$ cat src/sv/plt_pkg.sv
// Package with the shared types and constants of the positional list table engine.
package plt_pkg;

    localparam int CAPACITY = 64;
    localparam int IDX_W    = $clog2(CAPACITY);
    localparam int CNT_W    = $clog2(CAPACITY + 1);
    localparam int POS_W    = 7;
    localparam int CMP_W    = POS_W + 1;
    localparam int DATA_W   = 32;
    localparam int OP_W     = 3;
    localparam int ST_W     = 3;
    localparam int S_DATA_W = 40;
    localparam int M_DATA_W = 144;

    typedef enum logic [OP_W-1:0] {
        OP_INSERT  = 3'd0,
        OP_DELETE  = 3'd1,
        OP_SEARCH  = 3'd2,
        OP_UPDATE  = 3'd3,
        OP_DISPLAY = 3'd4
    } opcode_t;

    typedef enum logic [ST_W-1:0] {
        ST_OK        = 3'd0,
        ST_BAD_POS   = 3'd1,
        ST_NOT_FOUND = 3'd2,
        ST_FULL      = 3'd3,
        ST_EMPTY     = 3'd4
    } status_t;

    typedef enum logic [2:0] {
        CM_HOLD   = 3'd0,
        CM_INSERT = 3'd1,
        CM_DELETE = 3'd2,
        CM_UPDATE = 3'd3,
        CM_ROTATE = 3'd4
    } cell_mode_t;

    typedef struct packed {
        cell_mode_t                mode;
        logic [IDX_W-1:0]          slot;
        logic signed [DATA_W-1:0]  value;
    } cell_cmd_t;

    typedef struct packed {
        logic clear;
        logic en;
        logic first;
    } scan_ctl_t;

    typedef struct packed {
        logic signed [DATA_W-1:0] maximum;
        logic signed [DATA_W-1:0] minimum;
        logic signed [DATA_W-1:0] total;
        logic                     found;
        logic [POS_W-1:0]         fpos;
    } scan_res_t;

endpackage

$ cat src/sv/plt_cell.sv
// One storage cell of the element ring, loading from its neighbors or the command value.
module plt_cell (
    input  logic                               clk,
    input  plt_pkg::cell_cmd_t                 cmd,
    input  logic [plt_pkg::IDX_W-1:0]          idx,
    input  logic signed [plt_pkg::DATA_W-1:0]  left,
    input  logic signed [plt_pkg::DATA_W-1:0]  right,
    output logic signed [plt_pkg::DATA_W-1:0]  data
);
    import plt_pkg::*;

    logic signed [DATA_W-1:0] data_reg;
    logic signed [DATA_W-1:0] data_next;

    always_comb
    begin
        data_next = data_reg;
        case (cmd.mode)
            CM_HOLD:
            begin
                data_next = data_reg;
            end
            CM_INSERT:
            begin
                if (idx == cmd.slot)
                begin
                    data_next = cmd.value;
                end
                else if (idx > cmd.slot)
                begin
                    data_next = left;
                end
            end
            CM_DELETE:
            begin
                if (idx >= cmd.slot)
                begin
                    data_next = right;
                end
            end
            CM_UPDATE:
            begin
                if (idx == cmd.slot)
                begin
                    data_next = cmd.value;
                end
            end
            CM_ROTATE:
            begin
                data_next = right;
            end
            default:
            begin
                data_next = data_reg;
            end
        endcase
    end

    always_ff @(posedge clk)
    begin
        data_reg <= data_next;
    end

    assign data = data_reg;

endmodule

$ cat config.mk
export PLATFORM = sky130hd
export DESIGN_NAME = plt_cell
export DESIGN_NICKNAME = d
export VERILOG_FILES = /design/src/sv/plt_pkg.sv /design/src/sv/plt_cell.sv
export SDC_FILE = /design/constraint.sdc
export NUM_CORES = 1
export LEC_CHECK = 0
export ABC_AREA = 1
export BUFFER_PORTS_ARGS = -buffer_cell sky130_fd_sc_hd__buf_2
export CORE_UTILIZATION = 49
export DETAILED_ROUTE_END_ITERATION = 16
export PLACE_DENSITY = 0.87
export SLEW_MARGIN = 20
export SYNTH_ARGS = -nofsm -noshare
export SYNTH_HDL_FRONTEND = slang
export SYNTH_SLANG_ARGS = --single-unit
$ cat constraint.sdc
create_clock -name clk -period 4.8 [get_ports clk]
set_input_delay 0.96 -clock clk [delete_from_list [all_inputs] [get_ports clk]]
set_output_delay 0.96 -clock clk [all_outputs]
set_load 0.01 [all_outputs]
# Yosys cells after proc, flatten, opt, wreduce, memory -nomap -nowiden
# Index checks and enable logic that the tools add are counted.
[totals]
mem_bits_rw = 0
wordCells = 18
latch_bits = 0
romBits = 0
n_memories = 0
regBits = 32
[classes]
shift = 0
n_mul = 0
magnitude_cmp = 2
reduce_logical = 2
div_mod_pow = 0
muxes = 5
eq_ne = 8
n_bitwise = 0
addsub = 0
[op_table]
columns = ["operator", "n"]
rows = [
  ["$mux W32", 4],
  ["$pmux W32 S4", 1],
  ["$eq A3 B2 Y1 const B", 2],
  ["$eq A6 B6 Y1", 1],
  ["$ge A6 B6 Y1", 1],
  ["$gt A6 B6 Y1", 1],
  ["$ne A2 B2 Y1 const B", 2],
  ["$reduce_and A4 Y1", 1],
  ["$reduce_bool A4 Y1", 1],
  ["$eq A3 B1 Y1 const B", 1],
  ["$eq A3 B3 Y1 const B", 1],
  ["$ne A3 B3 Y1 const B", 1],
]

# Depth between registers and ports, before layout
[depth]
word_depth = 4
ltp_mapped = 9

# Least setup slack after synthesis
# OpenSTA, ideal clock, no wires.
[synth_timing]
path_type = "input to register"
from = "in cmd[37] (netlist name)"
to = "reg data_reg[0] (netlist: data[0]), enable pin"
arrival_time_ps = 3085
n_path_buf = 0
setup_slack_ps = 1293
stages = 8
cell_sequence = "inv_1 -> ha_1 -> nand2_1 -> nor2_4 -> nand2_2 -> nand2_1 -> nand2_1 -> nor2_1"
[synth_via]
elab_chain_cells = 3
[synth_rtl]
columns = ["item", "line", "rtl"]
rows = [
  ["start: declaration", "plt_cell.sv:4", "input plt_pkg::cell_cmd_t cmd,"],
  ["$gt A6 B6 Y1 (tied with other cells)", "plt_cell.sv:29", "else if (idx > cmd.slot)"],
  ["$ne A3 B3 Y1 (no source line) or $ne A2 B2 Y1 (tied branches)", "-", ""],
  ["$reduce_and A4 Y1 (no source line) *", "-", ""],
  ["end signal: assignment", "plt_cell.sv:61", "data_reg <= data_next;"],
  ["end: declaration", "plt_cell.sv:12", "logic signed [DATA_W-1:0] data_reg;"],
]
# Every way passes the cells marked *; elsewhere a longest branch is shown, timed or not.
# A chain may end at the register's enable or synchronous reset.

# Final worst setup path
[layout_timing]
from = "in cmd[33] (netlist name)"
to = "reg data_reg[15] (netlist: data[15]), enable pin"
# The elaborated chain is that of the path after synthesis.

==> results_dict.tcl <==
set metrics [dict create \
    start_util 0.509 \
    ir_drop_mv 0.148 \
    swShare 0.315 \
    first_global_vias 2583 \
    path_class "primary input to flop" \
    die_h_um 75.1 \
    die-width_um 75.1 \
    final_cells 559 \
    hold_end "data[19]$_DFFE_PP_" \
    start_kind "primary input" \
    clkSinkCount 32 \
    ys_warn_count 0 \
    nets 607 \
    ctsHoldBuffers 0 \
    htreeDepth 2 \
    track_usage 0.241 \
    placementRows 26 \
    yosys.area_share.xor_xnor 0 \
    rsz0062_at_grt "false" \
    clkPwrFrac 0.236 \
    synth.cell_area_um2 2620 \
    synth.ff_latch_count 32 \
    dp_slack_ns 1.18 \
    finalWirelength_um 6940 \
    startpoint "cmd[33]" \
    io_buffers 143 \
    nFillCells 461 \
    power_frac_seq 0.457 \
    fin_crit_ns 3.30 \
    drc 0 \
    p_leak_nw 1.98 \
    synthSimpleGateAreaFrac 0.368 \
    grt.met1_usage 0.260 \
    status "finished, final reports clean" \
    path_cells "buf_2, inv_1, ha_1, nand2_1, inv_2, nand2_2, nand2_1, nand2_1, nor2_4" \
    slowest_delay_ns 0.72 \
    antenna_found_initial 0 \
    routed_via_density 5.04 \
    syn_inst 355 \
    drv_cap 0 \
    p_sw_uw 255 \
    timing.setup.tns_ns 0 \
    drtPass1Iterations 5 \
    max_freq_mhz 303 \
    postSynthNetCount 473 \
    period_share 0.688 \
    cts_tree "done" \
    ant_nets 0 \
    routabilityCongestion 0.781 \
    setup_violations 0 \
    clk_path_buf_depth 2 \
    cpMaxStageDelayCell "nor2_4" \
    ios 144 \
    hold_violations 0 \
    cp_max_fo 33 \
    synth_compound_area_frac 0.0713 \
    combPwrFrac 0.307 \
    wl_per_cell_um 12.4 \
    design.die.area_um2 5640 \
    dpl.cell_count 552 \
    core-area_um2 5140 \
    crit_top_cell "nand2_1" \
    root_buffer "clkbuf_8" \
    place_hpwl_um 5060 \
    holdPathStages 3 \
    endpoint_kind "flop" \
    power_density_nw_per_um2 239 \
    met2_usage 0.469 \
    grt_max_degree 35 \
    drive_gt1_frac 0.389 \
    hp-start "right[19]" \
    grt_remaining_overflow 0 \
    synth_cell_types 18 \
    intPower_uw 555 \
    slew_headroom 0.365 \
    met3_usage 0.0495 \
    grt_pass1_wl_um 10300 \
    cts.repair.resized 0 \
    cts_buffers 5 \
    synth_fa_ha_area_frac 0.0287 \
    synth_top_family_by_area "simple AND/OR/NAND/NOR gates" \
    muxShareOfSynthArea 0 \
    drtIter0Drc 162 \
    clk_pin_slew_worst_paths_ns 0.07 \
    largest_reg_flops 32 \
    drv_slew 0 \
    insertedDiodeCount 0 \
    hold_class "primary input to flop" \
    grt_busiest_layer "met2" \
    synth.avg_cell_area_um2 7.37 \
    cp.arrival_ns 3.20 \
    worstPathRequired_ns 4.70 \
    post-cts-setup-buffer-count 0 \
    syn_to_final_growth_pct 29.3 \
    yosysSeqAreaShare 0.367 \
    tightestPinTransition_ns 0.948 \
    vias 2819 \
    fin_ws_ns 1.50 \
]
-- worst max-delay path by stage --
stage / end / cells after the start
final: data[15]$_DFFE_PP_ / 9
after global routing: data[18]$_DFFE_PP_ / 9
after CTS: data[18]$_DFFE_PP_ / 10
after detailed placement: data[26]$_DFFE_PP_ / 10
after global placement: data[26]$_DFFE_PP_ / 9
after floorplan: data[0]$_DFFE_PP_ / 8
-- logic make-up (layout without fill, tap and decap cells) --
family	after synthesis	count (layout)
compound gates	35	35
fa+ha+maj	6	6
buf+inv	97	231
flops	32	32
simple gates	185	185
-- layer usage --
layer / share of wire / vias up
met5: 0 / -
met4: 0.0092 / 0
met3: 0.090 / 6
met2: 0.51 / 176
met1: 0.39 / 1259
li1: - / 1378
-- metrics by stage --
stage / power [mW] / util / hold WS [ns] / instance area (um^2)
2_1_floorplan: 0.525 / - / 1.16 / 2620
4_1_cts: 0.810 / 0.658 / 0.968 / 3380
3_3_place_gp: 0.615 / 0.643 / 1.25 / 3310
5_1_grt: 0.849 / 0.658 / 0.983 / 3380
6_report: 0.810 / 0.658 / 0.968 / 3380
3_5_place_dp: 0.624 / 0.643 / 1.25 / 3310
-- worst max-delay path: cells and delay by family --
family | cells | cell delay (ns)
and+or+nand+nor | 5 | 1.39
buffers and inverters | 3 | 0.54
adders and majority gates | 1 | 0.28
-- power by group through the flow --
stage | sequential [mW] | combinational (mW) | clock [mW]
floorplan | 0.401 | 0.125 | 0
global route | 0.375 | 0.278 | 0.196
finish | 0.370 | 0.249 | 0.191
CTS | 0.371 | 0.249 | 0.190
global placement | 0.375 | 0.240 | 0
detailed placement | 0.376 | 0.248 | 0
-- cell usage after synthesis --
cell type	n	area share
buf_12	3	0.023
nor2_4	1	0.0043
o21ai_4	1	0.0062
nand2_2	2	0.0048
nand2_1	79	0.11
clkbuf_1	6	0.0086
inv_1	76	0.11
nor2_8	1	0.0077
nand3_2	31	0.12
inv_2	3	0.0043
nand3_1	36	0.069
a21oi_1	33	0.063
buf_4	3	0.0086
nor2_1	35	0.050
edfxtp_1	32	0.37
o21ai_0	1	0.0019
ha_1	6	0.029
buf_2	6	0.011
-- layout by cell type (no fill, tap or decap) --
cell and count:
a21oi_1 33, buf_2 143, buf_4 2, clkbuf_8 5, clkinv_1 2, edfxtp_1 32
ha_1 6, inv_1 76, inv_2 3, nand2_1 79, nand2_2 2, nand3_1 36
nand3_2 31, nor2_1 34, nor2_4 2, nor2_8 1, o21ai_0 1, o21ai_4 1
-- cell type report --
type | instances | area (um^2) | area share
Clock buffer | 5 | 68.8 | 0.0203
Sequential cell | 32 | 961 | 0.284
Multi-Input combinational cell | 226 | 1230 | 0.364
Inverter | 79 | 297 | 0.0876
Tap cell | 70 | 87.6 | 0.0259
Clock inverter | 2 | 7.51 | 0.00222
Timing Repair Buffer | 145 | 731 | 0.216
(Power assumes the default switching activity.)
