## config.mk

```make
export PLATFORM = sky130hd
export DESIGN_NAME = plt_scan
export DESIGN_NICKNAME = d
export VERILOG_FILES = /design/src/sv/plt_pkg.sv /design/src/sv/plt_scan.sv
export SDC_FILE = /design/constraint.sdc
export NUM_CORES = 1
export LEC_CHECK = 0
export ABC_AREA = 1
export BUFFER_PORTS_ARGS = -buffer_cell sky130_fd_sc_hd__buf_2
export CORE_UTILIZATION = 47
export DETAILED_ROUTE_END_ITERATION = 10
export GPL_TIMING_DRIVEN = 0
export PLACE_DENSITY = 0.7
export SKIP_CTS_REPAIR_TIMING = 1
export SYNTH_ARGS = -nofsm -noshare
export SYNTH_HDL_FRONTEND = slang
export SYNTH_SLANG_ARGS = --single-unit
```

## constraint.sdc

```tcl
create_clock -name clk -period 3.77 [get_ports clk]
set_input_delay 0.754 -clock clk [delete_from_list [all_inputs] [get_ports clk]]
set_output_delay 0.754 -clock clk [all_outputs]
set_load 0.01 [all_outputs]
```

## src/sv/plt_pkg.sv

```systemverilog
// Package with the shared types and constants of the positional list table engine.
package plt_pkg;

    localparam int CAPACITY = 64;
    localparam int IDX_W    = $clog2(CAPACITY);
    localparam int CNT_W    = $clog2(CAPACITY + 1);
    localparam int POS_W    = 7;
    localparam int CMP_W    = POS_W + 1;
    localparam int DATA_W   = 32;
    localparam int OP_W     = 3;
    localparam int ST_W     = 3;
    localparam int S_DATA_W = 40;
    localparam int M_DATA_W = 144;

    typedef enum logic [OP_W-1:0] {
        OP_INSERT  = 3'd0,
        OP_DELETE  = 3'd1,
        OP_SEARCH  = 3'd2,
        OP_UPDATE  = 3'd3,
        OP_DISPLAY = 3'd4
    } opcode_t;

    typedef enum logic [ST_W-1:0] {
        ST_OK        = 3'd0,
        ST_BAD_POS   = 3'd1,
        ST_NOT_FOUND = 3'd2,
        ST_FULL      = 3'd3,
        ST_EMPTY     = 3'd4
    } status_t;

    typedef enum logic [2:0] {
        CM_HOLD   = 3'd0,
        CM_INSERT = 3'd1,
        CM_DELETE = 3'd2,
        CM_UPDATE = 3'd3,
        CM_ROTATE = 3'd4
    } cell_mode_t;

    typedef struct packed {
        cell_mode_t                mode;
        logic [IDX_W-1:0]          slot;
        logic signed [DATA_W-1:0]  value;
    } cell_cmd_t;

    typedef struct packed {
        logic clear;
        logic en;
        logic first;
    } scan_ctl_t;

    typedef struct packed {
        logic signed [DATA_W-1:0] maximum;
        logic signed [DATA_W-1:0] minimum;
        logic signed [DATA_W-1:0] total;
        logic                     found;
        logic [POS_W-1:0]         fpos;
    } scan_res_t;

endpackage

```

## src/sv/plt_scan.sv

```systemverilog
// Accumulator that gathers maximum, minimum, sum and first match as elements pass the ring head.
module plt_scan (
    input  logic                               clk,
    input  logic                               rst_n,
    input  plt_pkg::scan_ctl_t                 ctl,
    input  logic [plt_pkg::IDX_W-1:0]          idx,
    input  logic signed [plt_pkg::DATA_W-1:0]  elem,
    input  logic signed [plt_pkg::DATA_W-1:0]  key,
    output plt_pkg::scan_res_t                 res
);
    import plt_pkg::*;

    logic signed [DATA_W-1:0] max_reg, max_next;
    logic signed [DATA_W-1:0] min_reg, min_next;
    logic signed [DATA_W-1:0] sum_reg, sum_next;
    logic                     found_reg, found_next;
    logic [POS_W-1:0]         fpos_reg, fpos_next;

    always_comb
    begin
        max_next   = max_reg;
        min_next   = min_reg;
        sum_next   = sum_reg;
        found_next = found_reg;
        fpos_next  = fpos_reg;
        if (ctl.clear)
        begin
            max_next   = '0;
            min_next   = '0;
            sum_next   = '0;
            found_next = 1'b0;
            fpos_next  = '0;
        end
        else if (ctl.en)
        begin
            sum_next = sum_reg + elem;
            if (ctl.first || elem > max_reg)
            begin
                max_next = elem;
            end
            if (ctl.first || elem < min_reg)
            begin
                min_next = elem;
            end
            if (!found_reg && elem == key)
            begin
                found_next = 1'b1;
                fpos_next  = POS_W'(idx) + POS_W'(1);
            end
        end
    end

    always_ff @(posedge clk or negedge rst_n)
    begin
        if (!rst_n)
        begin
            found_reg <= 1'b0;
        end
        else
        begin
            found_reg <= found_next;
        end
    end

    always_ff @(posedge clk)
    begin
        max_reg  <= max_next;
        min_reg  <= min_next;
        sum_reg  <= sum_next;
        fpos_reg <= fpos_next;
    end

    assign res.maximum = max_reg;
    assign res.minimum = min_reg;
    assign res.total   = sum_reg;
    assign res.found   = found_reg;
    assign res.fpos    = fpos_reg;

endmodule

```

## Yosys cells after proc, flatten, opt, wreduce, memory -nomap -nowiden

Index checks and enable logic that the tools add are counted.

- Output and inout bits: 104
- Logic and storage cells: 23
- Register bits after elaboration: 104

- Equality and inequality tests: 1
- Add/sub/neg operators: 2
- Mux-type cells: 3
- Reduce and logical (&&, ||, !) cells: 10
- $lt $le $gt $ge: 2

Operators with widths:

| kind | count |
|---|---|
| 32-bit adder | 1 |
| 32-bit == test | 1 |
| 32-bit > comparator | 1 |
| 32-bit < comparator | 1 |
| 2-bit AND reduction | 4 |
| 6-bit by 1-bit adder with 7-bit output, second input constant | 1 |
| 2-bit nonzero test | 2 |
| 1-bit two-way mux | 3 |
| 1-bit logical OR | 2 |
| 1-bit logical AND | 1 |
| 1-bit logical NOT | 1 |

## Depth between registers and ports, before layout

Gate-level depths: netlist (run 1).

- Word-level depth: 5
- Depth in mapped cells: 21
- Mapped depth without buffers: 20

## Worst setup path after synthesis (run 1)

OpenSTA, ideal clock, no wires.

- Path kind: input to register
- Start: input elem[0] in the netlist's numbering
- End: register sum_reg[30]
- Arrival time: 2.403 ns
- Library setup time: 0.115 ns
- Stages: 16
- Data required time: 3.655 ns
- Path buffers: 0
- Path slack: 1.251 ns
- Cells stage by stage: ha_1 -> inv_1 -> fa_1 -> nand3b_1 -> nand2_1 -> a21boi_2 -> inv_1 -> nand2_1 -> nand2_1 -> nand2_1 -> nand2_1 -> nand2_1 -> nand3_1 -> nand2_1 -> o21ai_0 -> inv_1

- Cells in the longest elaborated chain, start to end: 1

Ends and longest elaborated chain:

| item | RTL line | source |
|---|---|---|
| start: declaration | plt_scan.sv:7 | `input logic signed [plt_pkg::DATA_W-1:0] elem,` |
| 32-bit adder | plt_scan.sv:36 | `sum_next = sum_reg + elem;` |
| end signal: assignment | plt_scan.sv:69 | `sum_reg <= sum_next;` |
| end: declaration | plt_scan.sv:15 | `logic signed [DATA_W-1:0] sum_reg, sum_next;` |

No other way between the ends.
A chain may end at the register's enable or synchronous reset.

## Final worst setup path (run 1)

Same ends and word-level chain as after synthesis.

==> results of run 1 <==
-- worst reg2reg max path: stages (launching register included) --
cell and delay, ns:
dfxtp_1 0.39, ha_1 0.20, inv_1 0.06, fa_1 0.41, nand3b_1 0.18, nand2_1 0.20, a21boi_2 0.11, inv_1 0.06
nand2_1 0.04, nand2_1 0.16, nand2_1 0.07, nand2_1 0.14, nand2_1 0.13, nand3_1 0.11, nand2_1 0.05, o21ai_0 0.17
inv_1 0.05
-- through the flow --
stage | setup slack (ns) | cell area [sq um] | hold slack (ns)
floorplan | 1.25 | 8520 | 0.458
finish | 0.963 | 9970 | 0.170
CTS | 1.00 | 9970 | 0.169
detailed placement | 0.640 | 9700 | 0.474
global route | 0.715 | 9970 | 0.170
global placement | 0.626 | 9700 | 0.465
-- per-layer routing --
layer	vias up	share of wire
li1	4686	-
met1	4242	0.42
met2	392	0.46
met3	67	0.080
met4	0	0.038
met5	-	0
-- kinds of logic (layout without fill, tap and decap cells) --
| logic type | count (synthesis) | count (layout) | synth area share |
|---|---|---|---|
| other | 0 | 2 | 0 |
| xor gates and xnor gates | 33 | 33 | 0.0339 |
| buffers and inverters | 234 | 427 | 0.114 |
| and+or+nand+nor | 625 | 625 | 0.318 |
| adders and majority gates | 96 | 96 | 0.142 |
| AOI/OAI and AO/OA | 227 | 227 | 0.148 |
| DFF | 104 | 104 | 0.245 |
-- layout make-up --
type,instances,share of cell area
timing repair buffer,178,0.0893
buffer,45,0.0261
inverter,189,0.0711
antenna,2,0.000502
sequential,104,0.209
clock inverter,5,0.00339
tap,225,0.0282
clock buffer,10,0.0240
multi-input combinational,981,0.548
-- cell usage after synthesis (4+ instances only) --
master    count  share of area
nand2_1     243           0.11
nor2_1      205          0.090
inv_1       186          0.082
a21oi_1     125          0.073
dfxtp_1     103           0.24
ha_1         95           0.14
nand3_1      91          0.053
o21ai_0      61          0.036
clkbuf_1     22         0.0097
nor3_1       22          0.013
nand4_1      21          0.015
xor2_1       20          0.021
xnor2_1      13          0.013
buf_2        11         0.0065
a21oi_2      10          0.010
nand3_2      10          0.012
nor4_1        9         0.0066
or2_2         8         0.0059
a21o_1        6         0.0053
nor2_2        6         0.0044
buf_1         5         0.0022
a21boi_0      4         0.0035
-- where the power goes --
| group | switching (mW) | leakage [nW] | internal [mW] | total [mW] |
|---|---|---|---|---|
| clock network | 0.452 | 0.130 | 0.462 | 0.914 |
| logic | 0.921 | 4.26 | 0.559 | 1.48 |
| registers | 0.107 | 0.867 | 1.21 | 1.32 |
-- worst paths after layout --
check,start,to
max,elem[0],sum_reg[30]
min,rst_n,found_reg
max reg2reg,sum_reg[0],sum_reg[30]
min reg2reg,fpos_reg[5],fpos_reg[5]
max in group asynchronous,rst_n,found_reg
min in group clk,fpos_reg[5],fpos_reg[5]
==> results.yml, run 1 <==
run_status:
  outcome: "finished, final reports clean"
worst_setup_path:
  cp_data_arrival_time_ns: 3.07
  critPathLaunchType: "primary input"
  r2r_cells: 16
  cp_slowest_stage_delay_ns: 0.41
  critPathMaxFanout: 4
  critPathMostFrequentCell: "nand2_1"
  slowest_stage: "fa_1"
  path_class: "in2reg"
  critPathTopFamily: "simple AND/OR/NAND/NOR gates"
  critPathRequiredTime_ns: 4.03
  crit_chain: "buf_2, ha_1, inv_1, fa_1, nand3b_1, nand2_1, a21boi_2, inv_1, nand2_1, nand2_1, nand2_1, nand2_1, nand2_1, nand3_1, nand2_1, o21ai_0, inv_1"
  cp.depth: 17
  ff2ff_setup_slack_ns: 1.12
  critPathCaptureType: "flop"
  cp_num_buf_inv: 4
timing:
  maxSlewViolCount: 0
  fin_worst_skew_ns: 0.00910
  rsz0062_at_grt: "no"
  tightest_slew_ns: 0.809
  finalHoldViolations: 0
  fin_crit_sh: 0.745
  finalCriticalPeriod_ns: 2.81
  fmax_mhz: 356
  setup_tns_ns: 0
  max-slew-margin-rel: 0.461
  setup_viol: 0
power:
  p_leak_nw: 5.26
  cellPowerDensity_nw_per_um2: 373
  ir_drop_mv: 0.239
  report.power.total_mw: 3.72
placed_design:
  post-place-cells: 1722
  gp_congestion: 0.952
  post-dp-hpwl_um: 23700
  numPortBuffers: 178
floorplanning:
  io_pins: 179
  start_util: 0.488
  die_x_um: 137
  core-area_sq_um: 17500
  die_h_um: 137
  dieArea_sq_um: 18700
  row_count: 48
cells_and_area:
  instances_no_fill: 1739
  synthToLayoutAreaGrowth_pct: 17.0
  drive_above_1_share: 0.168
  ff_latch_area_sq_um: 2090
  layout_commonest_cell: "nand2_1"
  n_fill_cell: 1786
  utilization: 0.571
  fin_nets: 1679
  multiInputGateArea_sq_um: 5470
  mostFrequentLayoutCells: "nand2_1 (243), nor2_1 (205), buf_2 (189), inv_1 (186), a21oi_1 (125)"
clock_tree:
  clock_latency_ns: 0.36
  clkTransAtPathRegs_ns: 0.07
  cts_tree: "done"
  cts_max_level: 3
  clock_sinks: 104
  clk_path_buf_depth: 2
  cts_buffers: 9
  clock-root-buffer: "clkbuf_16"
flow_run:
  drv_cap: 0
yosys:
  synthArstFlopShare: 0.00962
  ys_types: 47
  ys.flop_type: "dfxtp_1"
  syn-num-nets: 1490
  syn_area_sq_um: 8520
  syn_inst: 1319
  synth_seq_cells: 104
  yosys_warnings: 0
  syn_area_per_cell_sq_um: 6.46
  synth_edf_count: 0
  ys_seq_area_frac: 0.245
global_routing:
  grt_max_degree: 17
  antenna_found_initial: 2
  grt_overflow: 0
  grtUsageMet3: 0.0311
  grt-busiest-layer: "met2"
  globalRouteMet2Util: 0.513
  grt_pass1_vias: 8612
  grt_pass1_wl_um: 43500
  grtUsageMet1: 0.396
  grtUsageTotal: 0.309
drt:
  ant_nets: 0
  viasPerCell: 5.40
  drtIter0Drc: 606
  routed_wl_um: 28900
  first_pass_iters: 5
  drcViolationCount: 0
  routedWlPerCell_um: 16.6
  vias: 9387
worst_hold_path:
  hold_class: "in2async"
Power figures use the tool's default switching activity.
==> inputs of run 2 (changes only) <==
==> constraint.sdc (replaced) <==
create_clock -name clk -period 2.8 [get_ports clk]
set_input_delay 0.56 -clock clk [delete_from_list [all_inputs] [get_ports clk]]
set_output_delay 0.56 -clock clk [all_outputs]
set_load 0.01 [all_outputs]
==> run 2 against run 1 <==
  * Sequential power is 35% higher
  * Utilization is 0.086 points higher
  * Cell area is 0.15% higher
  * Clock power is 35% higher
  * Die area stayed put
  * Register-to-register slack worse by 0.87 ns
  * Critical path type is now reg2reg
  * Non-clock buffer count is 1 higher
  * Sequential share of layout area hardly changed
  * Highest routed layer unchanged
  * Wire length is 0.17% lower
==> results.yml, run 2 (synthesis results as in run 1) <==
run_status:
  outcome: "finished, final reports clean"
clock_tree:
  clk_path_buf_depth: 2
  cts_tree: "done"
  clkTransAtPathRegs_ns: 0.08
  cts_buffers: 9
  clock_latency_ns: 0.37
  cts_max_level: 3
  clock-root-buffer: "clkbuf_16"
  clock_sinks: 104
timing:
  fin_worst_skew_ns: 0.00675
  layout_setup_ws_ns: 0.254
  maxSlewViolCount: 0
  tightest_slew_ns: 0.844
  fmax_mhz: 393
  finalHoldViolations: 0
  fin_crit_sh: 0.909
  rsz0062_at_grt: "no"
  setup_viol: 0
  finalCriticalPeriod_ns: 2.55
  max-slew-margin-rel: 0.437
drt:
  drtIter0Drc: 641
  routedWlPerCell_um: 16.6
  drcViolationCount: 0
  viasPerCell: 5.39
  m1WireLength_um: 12500
  wl_met3_um: 2090
  vias: 9370
  wl_met2_um: 13200
  first_pass_iters: 5
  routed_wl_um: 28900
  top_layer: "met4"
  ant_nets: 0
worst_setup_path:
  rr_startpoint: "min_reg[5]"
  regToRegEndpoint: "min_reg[30]"
  critPathMaxFanout: 10
  r2r_cells: 15
  ff2ff_setup_slack_ns: 0.25
  critPathLaunchType: "flop"
  cp_data_arrival_time_ns: 2.80
  path_class: "reg2reg"
  critPathCaptureType: "flop"
  critPathRequiredTime_ns: 3.06
placed_design:
  numPortBuffers: 178
  post-dp-hpwl_um: 23700
  dp_worst_setup_slack_ns: -0.136
  gp_congestion: 0.952
floorplanning:
  core-area_sq_um: 17500
  start_util: 0.488
  die_x_um: 137
  dieArea_sq_um: 18700
  die_h_um: 137
  io_pins: 179
  row_count: 48
global_routing:
  grt_overflow: 0
  grt_pass1_wl_um: 43500
  grtUsageTotal: 0.309
  antenna_found_initial: 2
  grt_max_degree: 17
  grt_pass1_vias: 8612
worst_hold_path:
  holdPathStages: 2
  hold_class: "reg2reg"
  hold_end: "fpos_reg[5]"
  hold_start: "fpos_reg[5]"
cells_and_area:
  n_fill_cell: 1783
  mostFrequentLayoutCells: "nand2_1 (241), nor2_1 (205), buf_2 (189), inv_1 (186), a21oi_1 (125)"
  fin_nets: 1680
  synthToLayoutAreaGrowth_pct: 17.2
  layout_commonest_cell: "nand2_1"
  drive_above_1_share: 0.169
  multiInputGateArea_sq_um: 5470
  ff_latch_area_sq_um: 2090
  utilization: 0.572
power:
  report.power.total_mw: 5.01
  p_leak_nw: 5.26
  cellPowerDensity_nw_per_um2: 501
  ir_drop_mv: 0.326
flow_run:
  drv_cap: 0
==> run 2: worst max path at each step <==
stage / from / endpoint / cells past startpoint
after floorplan: elem[0] / sum_reg[30] / 16
after global placement: elem[0] / sum_reg[30] / 17
after detailed placement: elem[0] / sum_reg[30] / 17
after CTS: sum_reg[0] / sum_reg[30] / 16
after global routing: min_reg[5] / min_reg[23] / 16
final: min_reg[5] / min_reg[30] / 15
==> run 2: cell type report <==
class	instances	area share
antenna	2	0.000501
buffer	45	0.0261
clock buffer	10	0.0239
clock inverter	5	0.00338
inverter	189	0.0710
multi-input combinational	981	0.548
sequential	104	0.209
tap	225	0.0282
timing repair buffer	179	0.0902
==> run 2: critical path, stage by stage (launching register included) <==
cell     delay (ns)
dfxtp_1        0.40
inv_1          0.06
ha_1           0.29
a21oi_1        0.15
nor2_1         0.05
nor3_1         0.13
nand2_1        0.11
nand2_1        0.07
nand2_1        0.10
nand2_1        0.16
nand2_1        0.08
nand2_1        0.07
nand3_2        0.24
buf_2          0.31
a21oi_1        0.15
nor2_1         0.06
==> run 2: metrics by stage <==
step	hold WS (ns)	std cells	setup TNS (ns)	cell area, sq um
final	0.486	1740	0	9990
after global routing	0.513	1740	0	9990
after CTS	-0.0251	1737	0	9970
after detailed placement	0.357	1722	-0.237	9700
after global placement	0.358	1722	-0.246	9700
after floorplan	0.264	1319	0	8520
==> run 2: power breakdown <==
part           switching [mW]  internal, mW  leakage (nW)  total (mW)
combinational            1.24         0.755          4.26        1.99
clock                   0.612         0.622         0.130        1.23
sequential              0.145          1.64         0.867        1.78
total                    2.00          3.01          5.26        5.01
==> run 2: metal layers <==
layer | vias to the layer above | track usage
li1 | 4683 | -
met1 | 4239 | 0.396
met2 | 375 | 0.513
met3 | 73 | 0.0311
met4 | 0 | 0.162
met5 | - | 0
